File: src/rtl/aesctr_pkg.sv
package aesctr_pkg;

  localparam int unsigned MaxRequestDefault = 64;
  localparam int unsigned OutLimit          = 64;
  localparam int unsigned NumRounds         = 14;
  localparam int unsigned NumCfgRegs        = 6;
  localparam int unsigned CfgAddrWidth      = 6;

  // Configuration register indexes.
  localparam logic [2:0] RegKey0 = 3'd0;
  localparam logic [2:0] RegKey1 = 3'd1;
  localparam logic [2:0] RegKey2 = 3'd2;
  localparam logic [2:0] RegKey3 = 3'd3;
  localparam logic [2:0] RegIv0  = 3'd4;
  localparam logic [2:0] RegIv1  = 3'd5;

  typedef struct packed {
    logic       restart;
    logic [6:0] request_bytes;
  } req_t;

  typedef struct packed {
    logic        last_chunk;
    logic [3:0]  chunk_bytes;
    logic [63:0] stream_chunk;
  } chunk_t;

  // Command handed from the front part to the back part.
  typedef struct packed {
    logic       restart;
    logic [6:0] len;
  } cmd_t;

  function automatic logic [7:0] xtime(input logic [7:0] a);
    xtime = {a[6:0], 1'b0} ^ (a[7] ? 8'h1b : 8'h00);
  endfunction

  function automatic logic [7:0] gf_mul(input logic [7:0] a, input logic [7:0] b);
    logic [7:0] r;
    logic [7:0] p;
    r = 8'h00;
    p = a;
    for (int i = 0; i < 8; i++) begin
      if (b[i]) r = r ^ p;
      p = xtime(p);
    end
    gf_mul = r;
  endfunction

  function automatic logic [7:0] sbox_calc(input logic [7:0] x);
    logic [7:0] r;
    logic [7:0] p;
    r = 8'h01;
    p = x;
    for (int i = 0; i < 8; i++) begin
      if (i != 0) r = gf_mul(r, p);
      p = gf_mul(p, p);
    end
    sbox_calc = r ^ {r[6:0], r[7]} ^ {r[5:0], r[7:6]} ^ {r[4:0], r[7:5]}
              ^ {r[3:0], r[7:4]} ^ 8'h63;
  endfunction

  // Constant S-box table, built at elaboration.
  function automatic logic [255:0][7:0] sbox_build();
    logic [255:0][7:0] t;
    for (int i = 0; i < 256; i++) t[i] = sbox_calc(8'(i));
    sbox_build = t;
  endfunction

  localparam logic [255:0][7:0] SBOX = sbox_build();

  localparam logic [9:0][7:0] RCON = {8'h36, 8'h1b, 8'h80, 8'h40, 8'h20,
                                       8'h10, 8'h08, 8'h04, 8'h02, 8'h01};

  // Byte i of a state lives in bits 8*i+7:8*i.
  function automatic logic [127:0] sub_bytes(input logic [127:0] s);
    logic [127:0] o;
    for (int i = 0; i < 16; i++) o[8*i +: 8] = SBOX[s[8*i +: 8]];
    sub_bytes = o;
  endfunction

  function automatic logic [127:0] shift_rows(input logic [127:0] s);
    logic [127:0] o;
    for (int r = 0; r < 4; r++) begin
      for (int c = 0; c < 4; c++) begin
        o[8*(r+4*c) +: 8] = s[8*(r+4*((c+r)%4)) +: 8];
      end
    end
    shift_rows = o;
  endfunction

  function automatic logic [127:0] mix_columns(input logic [127:0] s);
    logic [127:0] o;
    logic [7:0]   a0, a1, a2, a3, al;
    for (int c = 0; c < 4; c++) begin
      a0 = s[8*(4*c)   +: 8];
      a1 = s[8*(4*c+1) +: 8];
      a2 = s[8*(4*c+2) +: 8];
      a3 = s[8*(4*c+3) +: 8];
      al = a0 ^ a1 ^ a2 ^ a3;
      o[8*(4*c)   +: 8] = a0 ^ al ^ xtime(a0 ^ a1);
      o[8*(4*c+1) +: 8] = a1 ^ al ^ xtime(a1 ^ a2);
      o[8*(4*c+2) +: 8] = a2 ^ al ^ xtime(a2 ^ a3);
      o[8*(4*c+3) +: 8] = a3 ^ al ^ xtime(a3 ^ a0);
    end
    mix_columns = o;
  endfunction

  // Word transform for key expansion: optional rotate, S-box, round constant.
  function automatic logic [31:0] key_word_fn(input logic [31:0] w, input logic rot,
                                              input logic [7:0] rc);
    logic [31:0] t;
    t = rot ? {w[7:0], w[31:8]} : w;
    for (int j = 0; j < 4; j++) t[8*j +: 8] = SBOX[t[8*j +: 8]];
    t[7:0] = t[7:0] ^ rc;
    key_word_fn = t;
  endfunction

  // 128-bit big-endian increment on a byte-0-in-low-bits layout.
  function automatic logic [127:0] ctr_inc(input logic [127:0] c);
    logic [127:0] be;
    logic [127:0] o;
    for (int i = 0; i < 16; i++) be[8*(15-i) +: 8] = c[8*i +: 8];
    be = be + 128'd1;
    for (int i = 0; i < 16; i++) o[8*i +: 8] = be[8*(15-i) +: 8];
    ctr_inc = o;
  endfunction

endpackage

File: src/rtl/aesctr_front.sv
module aesctr_front #(
  parameter int unsigned MaxRequest = aesctr_pkg::MaxRequestDefault
) (
  input  logic               clk_i,
  input  logic               rst_ni,
  input  logic               in_valid_i,
  output logic               in_stall_o,
  input  aesctr_pkg::req_t   in_data_i,
  output logic               cmd_valid_o,
  input  logic               cmd_stall_i,
  output aesctr_pkg::cmd_t   cmd_data_o
);

  localparam int unsigned Lim = (MaxRequest < aesctr_pkg::OutLimit) ?
                                MaxRequest : aesctr_pkg::OutLimit;
  localparam int unsigned QDepth = 2;

  logic                started_q;
  aesctr_pkg::cmd_t    fifo_q [QDepth];
  logic                wptr_q, rptr_q;
  logic [1:0]          cnt_q;
  logic                push, pop;
  aesctr_pkg::cmd_t    cls;

  // Classify: clamp length, force restart on the first transaction.
  always_comb begin
    cls.restart = in_data_i.restart | ~started_q;
    cls.len     = (in_data_i.request_bytes > 7'(Lim)) ? 7'(Lim) : in_data_i.request_bytes;
  end

  assign in_stall_o  = (cnt_q == 2'(QDepth));
  assign push        = in_valid_i & ~in_stall_o;
  assign cmd_valid_o = (cnt_q != 2'd0);
  assign pop         = cmd_valid_o & ~cmd_stall_i;
  assign cmd_data_o  = fifo_q[rptr_q];

  // Two-entry queue toward the back part.
  always_ff @(posedge clk_i or negedge rst_ni) begin
    if (!rst_ni) begin
      started_q <= 1'b0;
      wptr_q    <= 1'b0;
      rptr_q    <= 1'b0;
      cnt_q     <= 2'd0;
    end else begin
      if (push) begin
        started_q <= 1'b1;
        wptr_q    <= ~wptr_q;
      end
      if (pop) rptr_q <= ~rptr_q;
      cnt_q <= cnt_q + {1'b0, push} - {1'b0, pop};
    end
  end

  always_ff @(posedge clk_i) begin
    if (push) fifo_q[wptr_q] <= cls;
  end

endmodule

File: config.mk
export PLATFORM = sky130hd
export DESIGN_NAME = aesctr_front
export DESIGN_NICKNAME = d
export VERILOG_FILES = /design/src/rtl/aesctr_pkg.sv /design/src/rtl/aesctr_front.sv
export SDC_FILE = /design/constraint.sdc
export NUM_CORES = 1
export LEC_CHECK = 0
export ABC_AREA = 0
export BUFFER_PORTS_ARGS = -buffer_cell sky130_fd_sc_hd__buf_2
export CAP_MARGIN = 5
export CORE_MARGIN = 2
export CORE_UTILIZATION = 26
export CTS_BUF_LIST = sky130_fd_sc_hd__clkbuf_2 sky130_fd_sc_hd__clkbuf_4 sky130_fd_sc_hd__clkbuf_8
export DETAILED_ROUTE_END_ITERATION = 8
export GPL_TIMING_DRIVEN = 0
export MAX_ROUTING_LAYER = met4
export PLACE_DENSITY = 0.41
export SYNTH_ARGS = -nofsm -noshare
export SYNTH_HDL_FRONTEND = slang
export SYNTH_SLANG_ARGS = --single-unit
File: constraint.sdc
create_clock -name clk_i -period 2.05 [get_ports clk_i]
set_input_delay 0.1025 -clock clk_i [delete_from_list [all_inputs] [get_ports clk_i]]
set_output_delay 0.1025 -clock clk_i [all_outputs]
set_load 0.1 [all_outputs]
# Word level (Yosys, flattened, before mapping)
# Memory sizes are Yosys's and may differ from the RTL's.
# Cells that the tools add are included.
# totals
regBits	5
ram_bits	16
in_bits	12
output_inout_bits	10
memories	1
# classes
addsub	2
order_cmp	1
n_eq_ne	1
mux	3
bitwise	8
reduce_logical	1
# mem_list
name	depth	width	read_ports	rd_clocked_by_memory_dff	write_ports	line	source
fifo_q	2	8	1	0	1	aesctr_front.sv:19	aesctr_pkg::cmd_t fifo_q [QDepth];
# ops
op	n
$gt A7 B7 Y1 const B	1
$mux W7	1
$not A1 Y1	5
$add A2 B1 Y2	1
$and A1 B1 Y1	2
$eq A2 B2 Y1 const B	1
$mux W1	2
$reduce_bool A2 Y1	1
$sub A2 B1 Y2	1
$or A1 B1 Y1	1

# Logic depth before layout (Yosys ltp)
# Gate-level depths: netlist (run 1).
# depth
ltp_word	5
mapped_depth	7
depth_no_buf	7

# Worst setup path after synthesis (run 1)
# OpenSTA, ideal clock, no wires.
# synth_timing
kind	register to register
start	reg cnt_q[0]
end	reg cnt_q[1]
arrival_time_ns	1.853
required_time_ns	1.970
setup_slack_ns	0.117
path_stages_with_launch	8
path_buffers	0
period_less_slack_ns	1.933
path_cell_list	dfrtp_1 > nor2b_4 > nand2b_4 > ha_1 > inv_1 > ha_1 > xnor2_1 > xnor2_1
# synth_between
elab_chain_cells	5
elab_cells_between_ends	7
# synth_lines
element	line	source
start: declaration	aesctr_front.sv:21	logic [1:0] cnt_q;
start signal: assignment	aesctr_front.sv:50	cnt_q <= cnt_q + {1'b0, push} - {1'b0, pop};
$eq A2 B2 Y1	aesctr_front.sv:31	assign in_stall_o = (cnt_q == 2'(QDepth));
via in_stall_o	aesctr_front.sv:7	output logic in_stall_o,
$not A1 Y1	aesctr_front.sv:32	assign push = in_valid_i & ~in_stall_o;
$and A1 B1 Y1	aesctr_front.sv:32	
$add A2 B1 Y2	aesctr_front.sv:50	
$sub A2 B1 Y2	aesctr_front.sv:50	
# The timed path passes the listed nets, and every way through them passes these cells.
# A chain may end at the register's enable or synchronous reset.

# Final worst setup path (run 1)
# layout_timing
start	reg cnt_q[1]
end	mem fifo_q[1][6] in the netlist's numbering (enable)
# layout_between
elab_chain_cells	5
# layout_lines
element	line	source
$eq A2 B2 Y1	aesctr_front.sv:31	
$not A1 Y1	aesctr_front.sv:32	
$and A1 B1 Y1	aesctr_front.sv:32	
$mux W1	aesctr_front.sv:55	if (push) fifo_q[wptr_q] <= cls;
$mux W1 (implied by the code)	aesctr_front.sv:55	
end: declaration	aesctr_front.sv:19	
# No other way between the ends.

==> results of run 1 <==
## kinds of logic (layout without fill, tap and decap cells)
family                     after synthesis  in the layout
adders and majority gates                2              2
and+or+nand+nor                         14             14
muxes                                    8              8
DFF                                     21             21
xor gates and xnor gates                 4              4
buffers and inverters                    4             30
## worst paths after layout
| kind | to | cells past startpoint | slack, ps | startpoint |
|---|---|---|---|---|
| setup / recovery | fifo_q[1][6]$_DFFE_PP_ | 3 | 410 | cnt_q[1]$_DFF_PN0_ |
| hold / removal | started_q$_DFFE_PN0P_ | 3 | 80 | in_valid_i |
| setup reg to reg | fifo_q[1][6]$_DFFE_PP_ | 3 | 410 | cnt_q[1]$_DFF_PN0_ |
| hold reg to reg | started_q$_DFFE_PN0P_ | 1 | 480 | started_q$_DFFE_PN0P_ |
| max in group asynchronous | rptr_q$_DFFE_PN0P_ | 2 | 1790 | rst_ni |
| min in group asynchronous | cnt_q[1]$_DFF_PN0_ | 2 | 130 | rst_ni |
## layout make-up
cell class | count | area (sq um) | area share
Buffer | 2 | 8.76 | 0.00811
Multi-Input combinational cell | 28 | 258 | 0.239
Tap cell | 46 | 57.6 | 0.0533
Clock buffer | 3 | 22.5 | 0.0209
Clock inverter | 1 | 5.00 | 0.00463
Sequential cell | 21 | 606 | 0.561
Inverter | 2 | 7.51 | 0.00695
Timing Repair Buffer | 22 | 115 | 0.107
## through the flow
step	cell area, sq um	instances	setup slack, ps	hold slack, ps	util
finish	1080	125	406	79.7	0.329
global route	1080	125	296	86.2	0.329
CTS	1080	125	363	75.5	0.329
detailed placement	1040	120	400	-74.8	0.317
global placement	1040	120	333	-75.8	0.317
floorplan	880	53	117	-193	-
## state kept, by name, summed over array words and instances, names as in the netlist
name       count
rptr_q         1
cnt_q          2
started_q      1
wptr_q         1
fifo_q        16
## routing by layer
| metal | share of wire | global-route usage |
|---|---|---|
| met1 | 0.43 | 0.0950 |
| met2 | 0.49 | 0.125 |
| met3 | 0.066 | 0.0362 |
| met4 | 0.0075 | 0.0167 |
| met5 | 0 | - |
## worst min-delay path, cell delays in order
cell      delay [ps]
buf_2            100
nand2b_4          70
nand2b_1          70
## Yosys cell counts
cell / count
buf_2: 1
nand2b_4: 1
or2_4: 1
ha_1: 2
inv_1: 2
xnor2_1: 3
dfrtp_1: 5
nor2_1: 2
nor2b_1: 6
nor2b_4: 2
mux2_2: 8
edfxtp_1: 16
xor2_1: 1
clkbuf_1: 1
nand2b_1: 2
==> metrics.cfg, run 1 <==
[clock_tree]
postCtsHoldBufs = 1
cts_buffers = 3
clk_pin_slew_ps = 110
clock_latency_ps = 300
cts_buffer_depth = 2
cts-resized-gates = 0
cts_setup_buffers = 0
clock_sinks = 21
htreeDepth = 1
cts_tree = done
cts_root_buffer = clkbuf_4

[synthesis]
synth.area.mux_share = 0.102
synthXorXnorAreaFrac = 0.0398
yosysSeqAreaShare = 0.688
synth_cell_type_count = 15
synth_top_family_by_area = simple AND/OR/NAND/NOR gates
yosys_warnings = 0
synthCells = 53
synth-simple-area-share = 0.122
synth_compound_area_frac = 0
synth.avg_cell_area_sq_um = 16.6
synth_fa_ha_area_frac = 0.0284
yosysTopAreaCell = edfxtp_1
ys_ff_latch = 21
syn-num-nets = 67
synth_area_sq_um = 880
synth_top_area_frac = 0.546
yosys-top-cells-area = edfxtp_1 (55%), dfrtp_1 (14%), mux2_2 (10%)

[worst_setup_path]
crit_required_ps = 1990
crit_type = reg -> reg
cp_slowest_cell = nor2_1
slowest_delay_ps = 560
critical_path_buf_inv_count = 0
cp_max_fo = 8
endpoint_kind = flip-flop
path_cells = nor2b_4, nand2b_4, nor2_1
worstSetupStartpointType = flip-flop
critical_path.top_delay_family = simple AND/OR/NAND/NOR gates
critical_path_arrival_ps = 1590

[detailed_routing]
postRouteAntennaNets = 0
vias = 467
dr.pass1.iters = 3
drc_errors = 0
wl_mm = 1.34
vias_per_cell = 3.74
wl_per_cell_microns = 10.7
drt-initial-drc-count = 8

[cells_and_area]
drive_gt1_frac = 0.481
final_cell_mix = buf_2 (22), edfxtp_1 (16), mux2_2 (8)
diodes = 0
fill_cells = 339
final_common_cell = buf_2
nNetsFinal = 94
syn_to_final_growth_pct = 22.8

[floorplanning]
die_h_microns = 62.2
die_area_sq_mm = 0.00386
ioPinCount = 22
initial_core_util = 0.268
die-width_microns = 62.2
core_sq_mm = 0.00328
num_rows = 21

[sta]
period_minus_slack_ps = 1640
worst_pin_slew_ps = 727
finClkSkew_ps = 3.04
max_freq_ghz = 0.608
setup-violations-final = 0
final-hold-violation-count = 0
rsz0062_at_grt = false
slew_headroom = 0.514
finalCritPeriodShare = 0.802
tns_ps = 0
final_max_slew_viol_count = 0

[place]
io_buffers = 21
hpwlAfterDp_microns = 949
gp_congestion = 0.611

[global_route]
grt_usage = 0.0796
antenna_found_initial = 0
grt_pass1_wl_mm = 2.28
grt_max_degree = 13
grt_pass1_vias = 499
overflow = 0

[flow_run]
cap_violations = 0

[min_path]
hold_class = in -> reg

[run_status]
status = finished, final reports clean

Power of run 1 is not shown: default switching activity piles up to over one toggle a cycle in this logic, so the estimate is an artifact.
==> run 2, diff against run 1 <==
--- a/config.mk
+++ b/config.mk
@@ -5,7 +5,7 @@
 export SDC_FILE = /design/constraint.sdc
 export NUM_CORES = 1
 export LEC_CHECK = 0
-export ABC_AREA = 0
+export ABC_AREA = 1
 export BUFFER_PORTS_ARGS = -buffer_cell sky130_fd_sc_hd__buf_2
 export CAP_MARGIN = 5
 export CORE_MARGIN = 2
@@ -14,7 +14,7 @@
 export DETAILED_ROUTE_END_ITERATION = 8
 export GPL_TIMING_DRIVEN = 0
 export MAX_ROUTING_LAYER = met4
-export PLACE_DENSITY = 0.41
+export PLACE_DENSITY = 0.42
 export SYNTH_ARGS = -nofsm -noshare
 export SYNTH_HDL_FRONTEND = slang
 export SYNTH_SLANG_ARGS = --single-unit
==> constraint.sdc (replaced) <==
create_clock -name clk_i -period 1.3 [get_ports clk_i]
set_input_delay 0.065 -clock clk_i [delete_from_list [all_inputs] [get_ports clk_i]]
set_output_delay 0.065 -clock clk_i [all_outputs]
set_load 0.1 [all_outputs]
==> metrics.cfg, run 2 <==
[run_status]
status = finished with violations  ; was finished, final reports clean
violations = setup timing

[clock_tree]
htreeDepth = 1  ; unchanged
cts_root_buffer = clkbuf_4  ; unchanged
clock_latency_ps = 300  ; about the same
cts_tree = done  ; unchanged
clock_sinks = 21  ; unchanged
cts_buffer_depth = 2  ; unchanged
cts_buffers = 3  ; unchanged
clk_pin_slew_ps = 120  ; was 110 ps

[synthesis]
ys.flop_type = edfxtp_1  ; unchanged
synth_cell_type_count = 17  ; was 15
synth_enable_flop_cells = 16  ; unchanged
yosysSeqAreaShare = 0.644  ; was 0.688
synthCells = 91  ; was 53
yosys-top-cells-area = edfxtp_1 (51%), dfrtp_1 (13%), nand2_1 (12%)  ; was edfxtp_1 (55%), dfrtp_1 (14%), mux2_2 (10%)
yosys-top-cells-count = nand2_1 (30), edfxtp_1 (16), inv_1 (13), a21oi_1 (6)  ; was edfxtp_1 (16), mux2_2 (8), nor2b_1 (6), dfrtp_1 (5), xnor2_1 (3)
yosys_warnings = 0  ; unchanged
async_flop_share = 0.238  ; unchanged
ys_ff_latch = 21  ; unchanged
syn-num-nets = 105  ; was 67
synth.avg_cell_area_sq_um = 10.3  ; was 16.6 sq um
synth_area_sq_um = 940  ; was 880 sq um
synth_most_common_cell = nand2_1  ; was edfxtp_1
synth_top_area_frac = 0.511  ; was 0.546
yosysTopAreaCell = edfxtp_1  ; unchanged

[floorplanning]
initial_core_util = 0.275  ; was 0.268
die_area_sq_mm = 0.00411  ; was 0.00386 sq mm
die-width_microns = 64.1  ; was 62.2 microns
core_sq_mm = 0.00342  ; was 0.00328 sq mm
die_h_microns = 64.1  ; was 62.2 microns
ioPinCount = 22  ; unchanged
num_rows = 21  ; unchanged

[sta]
setup-violations-final = 6  ; was 0
period_minus_slack_ps = 1360
slew_headroom = 0.813  ; was 0.514
rsz0062_at_grt = true  ; was false
worst_pin_slew_ps = 279  ; was 727 ps
timing.final.ws_setup_ps = -62.8  ; was 406 ps
final-hold-violation-count = 0  ; unchanged
tns_ps = -241  ; was 0 ps
final_max_slew_viol_count = 0  ; unchanged
finClkSkew_ps = 5.61  ; was 3.04 ps
max_freq_ghz = 0.734
finalCritPeriodShare = 1.05

[detailed_routing]
postRouteAntennaNets = 0  ; unchanged
drt-initial-drc-count = 7  ; was 8
wl_per_cell_microns = 10.0  ; was 10.7 microns
wl_mm = 1.78  ; was 1.34 mm
vias = 703  ; was 467
dr.pass1.iters = 3  ; unchanged
drc_errors = 0  ; unchanged
vias_per_cell = 3.95  ; was 3.74

[flow_run]
cap_violations = 0  ; unchanged

[cells_and_area]
drive_gt1_frac = 0.583  ; was 0.481
nNetsFinal = 147  ; was 94
top_register = fifo_q  ; unchanged
largest_reg_flops = 16  ; unchanged
top_regs = fifo_q (16), cnt_q (2)  ; unchanged
final_cell_mix = edfxtp_1 (16), nand2_2 (14), buf_2 (11)  ; was buf_2 (22), edfxtp_1 (16), mux2_2 (8)
syn_to_final_growth_pct = 67.4  ; was 22.8%
final_common_cell = edfxtp_1  ; was buf_2
diodes = 0  ; unchanged

[global_route]
antenna_found_initial = 0  ; unchanged
grt_usage = 0.104  ; was 0.0796
grt_max_degree = 13  ; unchanged
grt_pass1_vias = 715  ; was 499
overflow = 0  ; unchanged
grt_pass1_wl_mm = 3.17  ; was 2.28 mm

[place]
io_buffers = 21  ; unchanged
gp_congestion = 0.654  ; was 0.611
hpwlAfterDp_mm = 1.24  ; was 949 microns

[worst_setup_path]
critical_path_arrival_ps = 1300  ; was 1590 ps
cp_max_fo = 7  ; was 8
crit_required_ps = 1240  ; was 1990 ps
endpoint_kind = primary output  ; was flip-flop
crit_type = reg -> out  ; was reg -> reg
worstSetupStartpointType = flip-flop  ; unchanged

[min_path]
hold_class = in -> reg  ; unchanged

[run 2: changes by cell type after synthesis, moves of 2 or more]
cell | before | now
nor2b_1 | 6 | 0
xnor2_1 | 3 | 1
nand2_2 | 0 | 2
nor2_1 | 2 | 5
nand2b_1 | 2 | 0
a21oi_1 | 0 | 6
inv_2 | 0 | 3
nor2b_4 | 2 | 0
nand2_1 | 0 | 30
mux2_2 | 8 | 0
inv_1 | 2 | 13
[run 2: cell type report]
class | instances | area (sq um)
multi-input combinational | 52 | 399
clock inverter | 1 | 5.00
fill | 321 | 1840
inverter | 16 | 70.1
sequential | 21 | 607
timing repair inverter | 1 | 7.51
timing repair buffer | 36 | 389
buffer | 2 | 15.0
tap | 46 | 57.6
clock buffer | 3 | 22.5
[run 2: critical path, stage by stage, from the launching register on]
cell	delay [ps]
dfrtp_1	360
buf_6	160
clkinvlp_4	170
nand2_2	90
nand2_2	60
buf_12	160
[run 2: cells by family (layout without fill, tap and decap cells)]
| group | Yosys count | after routing | synth area share |
|---|---|---|---|
| AO/OA/AOI/OAI | 8 | 8 | 0.0573 |
| XOR/XNOR | 3 | 3 | 0.0280 |
| adder cells (fa/ha/maj) | 2 | 2 | 0.0266 |
| buffers and inverters | 18 | 59 | 0.0732 |
| flip-flops | 21 | 21 | 0.644 |
| AND/OR/NAND/NOR | 39 | 39 | 0.170 |
[run 2: per-layer routing]
layer / global-route usage / vias to the layer above / part of all wire
li1: - / 368 / -
met1: 0.122 / 325 / 0.40
met2: 0.178 / 8 / 0.56
met3: 0.0317 / 2 / 0.031
met4: 0.0160 / 0 / 0.0056
met5: - / - / 0
[run 2: path summary, 6_finish.rpt]
path                                       start                     end  slack (ps)  depth (start not counted)
max                           rptr_q$_DFFE_PN0P_           cmd_data_o[7]         -60                          5
min                                 in_data_i[7]  fifo_q[0][7]$_DFFE_PP_          30                          2
max reg2reg                   cnt_q[0]$_DFF_PN0_      cnt_q[1]$_DFF_PN0_         -40                         10
min reg2reg                started_q$_DFFE_PN0P_   started_q$_DFFE_PN0P_         450                          2
max in group asynchronous                 rst_ni      cnt_q[0]$_DFF_PN0_        1040                          2
min in group asynchronous                 rst_ni      wptr_q$_DFFE_PN0P_         100                          2
[run 2: per-stage QoR]
stage	util	hold WS, ps	area [sq um]	cells	worst slack [ps]
after floorplan	-	-231	1000	91	-168
after global placement	0.341	-108	1160	158	-115
after detailed placement	0.341	-106	1160	158	-98.3
after CTS	0.440	28.0	1500	174	-72.4
after global routing	0.460	13.9	1570	178	-149
final	0.460	33.8	1570	178	-62.8
[run 2: timing repair]
item,CTS,global route
pin swaps,8,3
resized for setup,57,11
buffers inserted,10,4
setup endpoints to repair,28,18
endpoints found under the hold margin,5,0
hold buffers,1,0
cloned,1,0
Power of run 2 is left out for the same reason.
